`src/sv/sfbp_pkg.sv`:
```
// sfbp_pkg: shared types, constants and width schedule for the speech frame bit packer.
// No dependencies.
package sfbp_pkg;

  localparam int unsigned FRAME_PARAMS = 76;
  localparam int unsigned LAR_COUNT    = 8;
  localparam int unsigned SUBSEG_LEN   = 17;
  localparam int unsigned BYTE_BITS    = 8;

  localparam logic [6:0] LAST_PARAM_IDX = 7'(FRAME_PARAMS - 1);
  localparam logic [4:0] LAST_SUB_IDX   = 5'(SUBSEG_LEN - 1);
  localparam logic [2:0] PULSE_WIDTH    = 3'd3;
  localparam logic [3:0] FULL_BYTE_BITS = 4'(BYTE_BITS);

  // packer state carried between words
  typedef struct packed {
    logic [7:0] acc;   // pending bits, upper bits zero
    logic [2:0] pos;   // number of pending bits
    logic [6:0] fc;    // parameter index in frame
    logic [4:0] sub;   // index inside sub-segment
  } sfbp_state_t;

  // one result word
  typedef struct packed {
    logic [7:0] packed_byte;
    logic [3:0] valid_bits;
    logic       frame_done;
  } sfbp_result_t;

  function automatic logic [2:0] lar_width(input logic [2:0] idx);
    logic [2:0] w;
    case (idx)
      3'd0, 3'd1: w = 3'd6;
      3'd2, 3'd3: w = 3'd5;
      3'd4, 3'd5: w = 3'd4;
      default:    w = 3'd3;
    endcase
    return w;
  endfunction

  function automatic logic [2:0] head_width(input logic [1:0] k);
    logic [2:0] w;
    case (k)
      2'd0:    w = 3'd7;   // lag
      2'd1:    w = 3'd2;   // gain
      2'd2:    w = 3'd2;   // grid
      default: w = 3'd6;   // block maximum
    endcase
    return w;
  endfunction

endpackage

```
`src/sv/speech_frame_bit_packer_core.sv`:
```
// speech_frame_bit_packer_core: top level of the GSM full-rate frame bit packer.
// Depends on sfbp_pkg, sfbp_pack, sfbp_outbuf.
//
//   channel | ports                                        | direction
//   --------+----------------------------------------------+----------
//   input   | in_valid, in_ready, in_param_value,          | in
//           | in_end_stream                                |
//   result  | out_valid, out_ready, out_packed_byte,       | out
//           | out_valid_bits, out_frame_done               |
//
// One word per cycle while in_ready is high: the merge of up to seven bits
// into the pending byte is a single shift/OR between the state registers and the
// result register; each result is registered before it shows on out_*.
// Reset (rst_n low, synchronous) clears the accumulator, bit position, frame
// counter and both result slots. A stalled result side is absorbed by one
// skid slot; in_ready drops only while both slots hold an unread byte.
module speech_frame_bit_packer_core (
  input  logic       clk,
  input  logic       rst_n,
  input  logic       in_valid,
  output logic       in_ready,
  input  logic [6:0] in_param_value,
  input  logic       in_end_stream,
  output logic       out_valid,
  input  logic       out_ready,
  output logic [7:0] out_packed_byte,
  output logic [3:0] out_valid_bits,
  output logic       out_frame_done
);

  sfbp_pkg::sfbp_state_t  state_r, state_nxt, pack_nxt;
  sfbp_pkg::sfbp_result_t res, out_res;
  logic                   res_valid;
  logic                   in_fire;
  logic                   space;

  assign in_ready = space;
  assign in_fire  = in_valid && in_ready;

  // width lookup, masking, bit merge, byte completion / flush
  sfbp_pack u_pack (
    .state       (state_r),
    .param_value (in_param_value),
    .end_stream  (in_end_stream),
    .state_nxt   (pack_nxt),
    .res_valid   (res_valid),
    .res         (res)
  );

  // packer state only moves on an accepted word
  assign state_nxt = in_fire ? pack_nxt : state_r;

  always_ff @(posedge clk) begin
    if (!rst_n) begin
      state_r <= '0;
    end else begin
      state_r <= state_nxt;
    end
  end

  // result register + skid slot
  sfbp_outbuf u_outbuf (
    .clk       (clk),
    .rst_n     (rst_n),
    .push      (in_fire && res_valid),
    .push_data (res),
    .space     (space),
    .out_valid (out_valid),
    .out_ready (out_ready),
    .out_data  (out_res)
  );

  assign out_packed_byte = out_res.packed_byte;
  assign out_valid_bits  = out_res.valid_bits;
  assign out_frame_done  = out_res.frame_done;

endmodule

```
`src/sv/sfbp_pack.sv`:
```
// sfbp_pack: combinational bit merge and next-state logic for one parameter word.
// Depends on sfbp_pkg.
module sfbp_pack (
  input  sfbp_pkg::sfbp_state_t  state,
  input  logic [6:0]             param_value,
  input  logic                   end_stream,
  output sfbp_pkg::sfbp_state_t  state_nxt,
  output logic                   res_valid,
  output sfbp_pkg::sfbp_result_t res
);

  logic [2:0]  w;
  logic [7:0]  mask;
  logic [7:0]  val;
  logic [14:0] combined;
  logic [3:0]  n;
  logic        done;
  logic        in_lar;

  assign in_lar = (state.fc < 7'(sfbp_pkg::LAR_COUNT));

  always_comb begin
    if (in_lar) begin
      w = sfbp_pkg::lar_width(state.fc[2:0]);
    end else if (state.sub[4:2] == 3'd0) begin
      w = sfbp_pkg::head_width(state.sub[1:0]);
    end else begin
      w = sfbp_pkg::PULSE_WIDTH;
    end
  end

  assign mask     = ~(8'hff << w);
  assign val      = {1'b0, param_value} & mask;
  assign combined = {7'd0, state.acc} | (15'(val) << state.pos);
  assign n        = {1'b0, state.pos} + {1'b0, w};
  assign done     = (state.fc >= sfbp_pkg::LAST_PARAM_IDX);

  always_comb begin
    state_nxt.fc  = done ? 7'd0 : state.fc + 7'd1;
    if (done || in_lar || state.sub == sfbp_pkg::LAST_SUB_IDX) begin
      state_nxt.sub = 5'd0;
    end else begin
      state_nxt.sub = state.sub + 5'd1;
    end

    res_valid       = 1'b0;
    res.frame_done  = done;
    res.packed_byte = combined[7:0];
    res.valid_bits  = sfbp_pkg::FULL_BYTE_BITS;
    state_nxt.acc   = combined[7:0];
    state_nxt.pos   = n[2:0];

    if (n[3]) begin
      // byte completed; leftover bits stay pending even on flush
      res_valid     = 1'b1;
      state_nxt.acc = {1'b0, combined[14:8]};
    end else if (end_stream && n != 4'd0) begin
      res_valid      = 1'b1;
      res.valid_bits = n;
      state_nxt.acc  = 8'd0;
      state_nxt.pos  = 3'd0;
    end
  end

endmodule

```
`src/sv/sfbp_outbuf.sv`:
```
// sfbp_outbuf: two-entry result buffer (output register plus skid slot).
// Depends on sfbp_pkg.
module sfbp_outbuf (
  input  logic                   clk,
  input  logic                   rst_n,
  input  logic                   push,
  input  sfbp_pkg::sfbp_result_t push_data,
  output logic                   space,
  output logic                   out_valid,
  input  logic                   out_ready,
  output sfbp_pkg::sfbp_result_t out_data
);

  sfbp_pkg::sfbp_result_t main_r, main_nxt, skid_r, skid_nxt;
  logic main_v_r, main_v_nxt, skid_v_r, skid_v_nxt;
  logic pop;

  assign pop       = main_v_r && out_ready;
  assign space     = !skid_v_r;
  assign out_valid = main_v_r;
  assign out_data  = main_r;

  always_comb begin
    main_nxt   = main_r;
    skid_nxt   = skid_r;
    main_v_nxt = main_v_r;
    skid_v_nxt = skid_v_r;
    if (skid_v_r) begin
      // input is stalled while the skid slot is full
      if (pop) begin
        main_nxt   = skid_r;
        skid_v_nxt = 1'b0;
      end
    end else if (push) begin
      if (!main_v_r || pop) begin
        main_nxt   = push_data;
        main_v_nxt = 1'b1;
      end else begin
        skid_nxt   = push_data;
        skid_v_nxt = 1'b1;
      end
    end else if (pop) begin
      main_v_nxt = 1'b0;
    end
  end

  always_ff @(posedge clk) begin
    if (!rst_n) begin
      main_v_r <= 1'b0;
      skid_v_r <= 1'b0;
    end else begin
      main_v_r <= main_v_nxt;
      skid_v_r <= skid_v_nxt;
    end
  end

  always_ff @(posedge clk) begin
    main_r <= main_nxt;
    skid_r <= skid_nxt;
  end

endmodule

```
`config.mk`:
```
export PLATFORM = sky130hd
export DESIGN_NAME = speech_frame_bit_packer_core
export DESIGN_NICKNAME = d
export VERILOG_FILES = /design/src/sv/sfbp_pkg.sv /design/src/sv/speech_frame_bit_packer_core.sv /design/src/sv/sfbp_pack.sv /design/src/sv/sfbp_outbuf.sv
export SDC_FILE = /design/constraint.sdc
export NUM_CORES = 1
export LEC_CHECK = 0
export BUFFER_PORTS_ARGS = -buffer_cell sky130_fd_sc_hd__buf_2
export CORE_MARGIN = 3
export CORE_UTILIZATION = 50
export DETAILED_ROUTE_END_ITERATION = 6
export GPL_ROUTABILITY_DRIVEN = 0
export PLACE_DENSITY_LB_ADDON = 0.1
export SYNTH_ARGS = -nofsm -noshare
export SYNTH_HDL_FRONTEND = slang
export SYNTH_SLANG_ARGS = --single-unit
export TNS_END_PERCENT = 100
```
`constraint.sdc`:
```
create_clock -name clk -period 9.8 [get_ports clk]
set_input_delay 0.49 -clock clk [delete_from_list [all_inputs] [get_ports clk]]
set_output_delay 0.49 -clock clk [all_outputs]
set_load 0.1 [all_outputs]
```
==> results of run 1 <==
metrics by stage:
step	std cells	total power, uW	utilization [%]	setup slack [ns]
floorplan	294	377	-	6.39
global placement	378	407	56.4	6.33
detailed placement	378	408	56.4	6.25
CTS	386	537	58.3	6.22
global route	386	559	58.3	6.03
finish	386	536	58.3	6.24
power groups by stage:
stage               sequential, uW  combinational (uW)  clock (uW)
floorplan                      308                69.6           0
global placement               259                 148           0
detailed placement             259                 148           0
CTS                            254                 149         134
global route                   256                 161         142
finish                         254                 149         133
cell type report:
type | count | area, um^2 | share of cell area, %
multi-input cells | 214 | 1400 | 45.5
well taps | 70 | 87.6 | 2.85
clock buffers | 6 | 82.6 | 2.69
flip-flops and latches | 51 | 1280 | 41.7
inverters | 14 | 52.6 | 1.71
repair buffers | 29 | 153 | 4.97
clock inverters | 2 | 16.3 | 0.530
layer usage:
metal / up-vias / wire length (um) / global-route usage [%]
li1: 1128 / - / -
met1: 1071 / 2930 / 28.7
met2: 69 / 2950 / 33.4
met3: 8 / 331 / 3.77
met4: 0 / 83 / 7.60
met5: - / 0 / 0
sequential cells by signal (all words and copies together) (netlist names):
name	count
state_r	23
u_outbuf.out_data	13
u_outbuf.skid_r	13
u_outbuf.out_valid	1
u_outbuf.skid_v_r	1
logic make-up after synthesis:
logic type,Yosys count,share of synthesized area [%]
XOR/XNOR,10,3.13
AND/OR/NAND/NOR,107,18.7
buffers and inverters,29,4.21
flip-flops,51,45.8
adder cells (fa/ha/maj),11,5.19
AO/OA/AOI/OAI,71,17.1
multiplexers,15,5.91
how the worst max path moves through the flow:
stage,slack (ns),start,endpoint
4_1_cts,6.22,state_r[8],u_outbuf.skid_r[9]
3_5_place_dp,6.25,state_r[0],u_outbuf.skid_r[6]
3_3_place_gp,6.33,state_r[8],u_outbuf.skid_r[10]
5_1_grt,6.03,state_r[0],u_outbuf.skid_r[9]
2_1_floorplan,6.39,state_r[8],u_outbuf.out_data[0]
6_report,6.24,state_r[8],u_outbuf.skid_r[9]
critical path: cells and delay by family, from the launching register on:
kind,cells,cell delay [ns]
multiplexers,1,0.37
adder cells (fa/ha/maj),2,0.71
AO/OA/AOI/OAI,1,0.34
AND/OR/NAND/NOR,4,1.44
flip-flops,1,0.38
synth_stat cells (2+ instances only):
cell type and count:
nand3_1 11, xnor2_1 3, and3_1 5, or3_1 2
o31a_1 2, edfxtp_1 26, a211oi_1 5, a21oi_1 14
o21ai_0 16, a22oi_1 3, xor2_1 7, mux2_2 9
inv_1 13, nor2b_1 3, dfxtp_1 25, nand4_1 6
clkbuf_1 13, nor2_1 28, nand2b_1 3, o31ai_1 2
nor4_1 5, a31oi_1 8, a21o_1 2, and2_1 3
nor3_1 5, a221o_1 3, nand2_1 29, a211o_1 3
a31o_2 2, mux2i_1 5, ha_1 10
==> results.py, run 1 <==
metrics = {
    "global_routing": {
        "overflow": 0,
        "grt.total_usage_pct": 21.0,
        "antenna_found_initial": 0,
        "grt_pass1_vias": 2174,
        "grt_max_degree": 26,
        "grt_pass1_wl_mm": 10.6,
    },
    "pwr": {
        "peakVddDrop_mv": 0.0761,
        "power_frac_seq_pct": 47.4,
        "power_density_nw_per_um2": 175,
        "comb_power_share_pct": 27.8,
        "power_switching_uw": 195,
        "switching_share_pct": 36.3,
        "pwr-share-clk_pct": 24.8,
        "internal_power_uw": 342,
        "cellLeakagePower_uw": 0.00119,
    },
    "timing": {
        "slew_headroom_pct": 54.2,
        "whs_ns": 0.376,
        "layout_min_cycle_time_ns": 3.56,
        "finalMaxSlewViolations": 0,
        "timing_hold_violations_final": 0,
        "worst_pin_slew_ns": 0.686,
        "tns_ns": 0,
        "setup_violations": 0,
        "fin_skew_ns": 0.0136,
        "clock.fmax_mhz": 281,
        "rsz0062_at_grt": "no",
        "period_share_pct": 36.3,
    },
    "route": {
        "routed_via_density": 5.90,
        "drtIter0Drc": 119,
        "antenna_left": 0,
        "vias": 2276,
        "routed_wl_mm": 6.30,
        "wl_per_cell_um": 16.3,
        "drt_first_pass_iters": 4,
        "drc": 0,
    },
    "place": {
        "portBuffers": 26,
        "place_area_um2": 2970,
        "hpwl_mm": 4.60,
    },
    "synth": {
        "yosys_warnings": 0,
        "synth_area_leaders": "edfxtp_1 (28%), dfxtp_1 (18%), ha_1 (4.5%)",
        "yosys.area.top_type": "edfxtp_1",
        "synth_top_cell_area_share_pct": 27.9,
        "synth_area_um2": 2800,
        "synthFlopType": "edfxtp_1",
        "syn_area_per_cell_um2": 9.51,
        "netlist_instances": 294,
        "synth-seq-cells": 51,
        "synth_edf_count": 26,
        "syn_nets": 317,
        "ys_seq_area_share_pct": 45.8,
        "ys_types": 54,
        "async_reset_ff_share_pct": 0,
    },
    "setup_path": {
        "reg2reg_depth": 8,
        "endpoint_kind": "register",
        "criticalPathCategory": "register to register",
        "r2r_slack_ns": 6.24,
        "cp.arrival_ns": 3.56,
        "cpMostUsedCell": "nor2_1",
        "r2r_end": "u_outbuf.skid_r[9]",
        "crit_required_ns": 9.79,
        "cp-start-kind": "register",
        "rr_startpoint": "state_r[8]",
        "cpMaxStageDelayCell": "or4_4",
        "path_cells": "or4_4 > mux2i_1 > ha_1 > fa_1 > o31a_1 > nor2_1 > nor2_1 > and3_1",
        "cp_slowest_stage_delay_ns": 0.60,
        "path_max_fanout": 13,
    },
    "floorplanning": {
        "die_width_um": 80.8,
        "die-area_um2": 6530,
        "placementRows": 26,
        "io_pins": 27,
        "initial_core_util_pct": 53.1,
        "die_y_um": 80.8,
        "fp.coreArea_um2": 5270,
    },
    "finish": {
        "num-nets-final": 338,
        "layout_common_cells": "nand2_1 (29), nor2_1 (28), buf_2 (26), edfxtp_1 (26), dfxtp_1 (25)",
        "fillers": 497,
        "final_cell_area_um2": 3070,
        "final_common_cell": "nand2_1",
        "drive_gt1_share_pct": 16.1,
        "area_delta_synth_final_pct": 9.80,
        "antenna_cells": 0,
    },
    "clocking": {
        "cts_tree": "done",
        "post_cts_buffers": 0,
        "clk_path_buf_depth": 2,
        "cts.root.buffer_cell": "clkbuf_8",
        "cts_hold_buf": 0,
        "cts_made_buffers": 5,
        "cts.clk_slew.worst_paths_ns": 0.10,
        "cts_resized": 0,
        "clock_latency_ns": 0.31,
        "clock-sinks": 51,
        "cts.htree.levels": 2,
    },
    "run_status": {
        "outcome": "completed",
    },
    "flow_run": {
        "cap_violations": 0,
    },
    "worst_hold_path": {
        "whs_path_depth": 2,
        "holdPathEnd": "u_outbuf.skid_v_r",
        "holdCritPathClass": "input pin to register",
        "min_from": "out_ready",
    },
}
No activity file was read; power rests on OpenSTA's default activity.
==> inputs of run 2 (changes only) <==
Clock period 9.8 ns to 3.7 ns, I/O delays scaled along.
==> results.py, run 2 (synthesis results as in run 1) <==
metrics = {
    "global_routing": {
        "grt.total_usage_pct": 20.2,
        "grt_pass1_vias": 2132,
        "grt_pass1_wl_mm": 10.3,
        "grt_max_degree": 26,
        "overflow": 0,
        "antenna_found_initial": 0,
    },
    "worst_hold_path": {
        "min_from": "out_ready",
        "holdPathEnd": "u_outbuf.skid_v_r",
        "holdCritPathClass": "input pin to register",
        "whs_path_depth": 2,
    },
    "clocking": {
        "clock_latency_ns": 0.30,
        "cts_hold_buf": 0,
        "cts_resized": 0,
        "clk_path_buf_depth": 2,
        "clock-sinks": 51,
        "cts_tree": "done",
        "cts.clk_slew.worst_paths_ns": 0.09,
        "cts_made_buffers": 5,
        "cts.htree.levels": 2,
        "cts.root.buffer_cell": "clkbuf_8",
        "post_cts_buffers": 0,
    },
    "flow_run": {
        "cap_violations": 0,
    },
    "route": {
        "drc": 0,
        "routed_via_density": 5.96,
        "drtIter0Drc": 192,
        "met3_length_um": 440,
        "antenna_left": 0,
        "wl_per_cell_um": 15.8,
        "drt_first_pass_iters": 5,
        "wl_met2_mm": 2.73,
        "top_layer": "met4",
        "routed_wl_mm": 6.13,
        "met1_length_mm": 2.82,
        "vias": 2317,
    },
    "timing": {
        "setup_ws_ns": 0.278,
        "worst_pin_slew_ns": 0.555,
        "finalMaxSlewViolations": 0,
        "tns_ns": 0,
        "clock.fmax_mhz": 292,
        "slew_headroom_pct": 62.6,
        "period_share_pct": 92.5,
        "fin_skew_ns": 0.00418,
        "rsz0062_at_grt": "no",
        "setup_violations": 0,
        "timing_hold_violations_final": 0,
        "layout_min_cycle_time_ns": 3.42,
    },
    "pwr": {
        "peakVddDrop_mv": 0.235,
        "cellLeakagePower_uw": 0.00120,
        "power_density_nw_per_um2": 457,
    },
    "place": {
        "dp_cells": 381,
        "portBuffers": 26,
        "place_ws_ns": 0.289,
        "hpwl_mm": 4.60,
    },
    "setup_path": {
        "reg2reg_depth": 10,
        "cp.arrival_ns": 3.37,
        "cp_slowest_stage_delay_ns": 0.52,
        "r2r_slack_ns": 0.28,
        "criticalPathCategory": "register to register",
        "cp-start-kind": "register",
        "crit_buf_inv": 1,
        "path_max_fanout": 13,
        "crit_required_ns": 3.65,
        "cpMaxStageDelayCell": "and3_1",
        "path_cells": "inv_1 > ha_1 > or4_1 > mux2i_2 > ha_1 > xor2_1 > o31a_1 > nor2_1 > nor2_1 > and3_1",
        "crit_family": "simple AND/OR/NAND/NOR gates",
        "rr_startpoint": "state_r[0]",
        "endpoint_kind": "register",
        "cp.depth": 10,
        "r2r_end": "u_outbuf.skid_r[9]",
    },
    "finish": {
        "drive_gt1_share_pct": 16.9,
        "final-instance-count-excl-fill": 389,
        "regMostFlops": "state_r",
        "area_delta_synth_final_pct": 10.6,
        "num-nets-final": 341,
        "layout_common_cells": "nand2_1 (29), nor2_1 (28), buf_2 (26), edfxtp_1 (26), dfxtp_1 (25)",
        "antenna_cells": 0,
        "final_common_cell": "nand2_1",
        "largest_reg_flops": 23,
    },
    "floorplanning": {
        "die_width_um": 80.8,
        "die-area_um2": 6530,
        "initial_core_util_pct": 53.1,
        "io_pins": 27,
        "die_y_um": 80.8,
        "fp.coreArea_um2": 5270,
        "placementRows": 26,
    },
    "run_status": {
        "outcome": "completed",
    },
}
==> run 2: routing by layer <==
| layer | up-vias | track usage, % |
|---|---|---|
| met5 | - | 0 |
| met4 | 0 | 6.59 |
| met3 | 18 | 3.88 |
| met2 | 101 | 31.8 |
| met1 | 1063 | 28.1 |
| li1 | 1135 | - |
==> run 2: worst max path at each step <==
stage | slack [ns] | endpoint | start
detailed placement | 0.29 | u_outbuf.skid_r[10] | state_r[0]
floorplan | 0.29 | u_outbuf.out_data[0] | state_r[8]
finish | 0.28 | u_outbuf.skid_r[9] | state_r[0]
global route | 0.04 | u_outbuf.skid_r[8] | state_r[0]
global placement | 0.39 | u_outbuf.skid_r[6] | state_r[0]
CTS | 0.27 | u_outbuf.skid_r[10] | state_r[0]
==> run 2: final cells by class <==
cell class,count,area (um^2)
clock buffers,6,82.6
clock inverters,2,16.3
fillers,498,2180
inverters,14,52.6
multi-input cells,214,1400
flip-flops and latches,51,1280
well taps,70,87.6
repair buffers,32,175
==> run 2: metrics by stage <==
stage	cell area, um^2	hold WS (ns)	util, %	total power (uW)
floorplan	2800	0.287	-	999
global placement	2990	0.391	56.8	1080
detailed placement	2990	0.394	56.8	1090
CTS	3090	0.0648	58.7	1420
global route	3090	0.0531	58.7	1480
finish	3090	0.0682	58.7	1410
==> run 2: report_power, final <==
part / leakage, uW / internal [uW] / switching, uW
registers: 0.000449 / 645 / 25.7
logic: 0.000704 / 112 / 294
clock network: 0.0000474 / 153 / 186
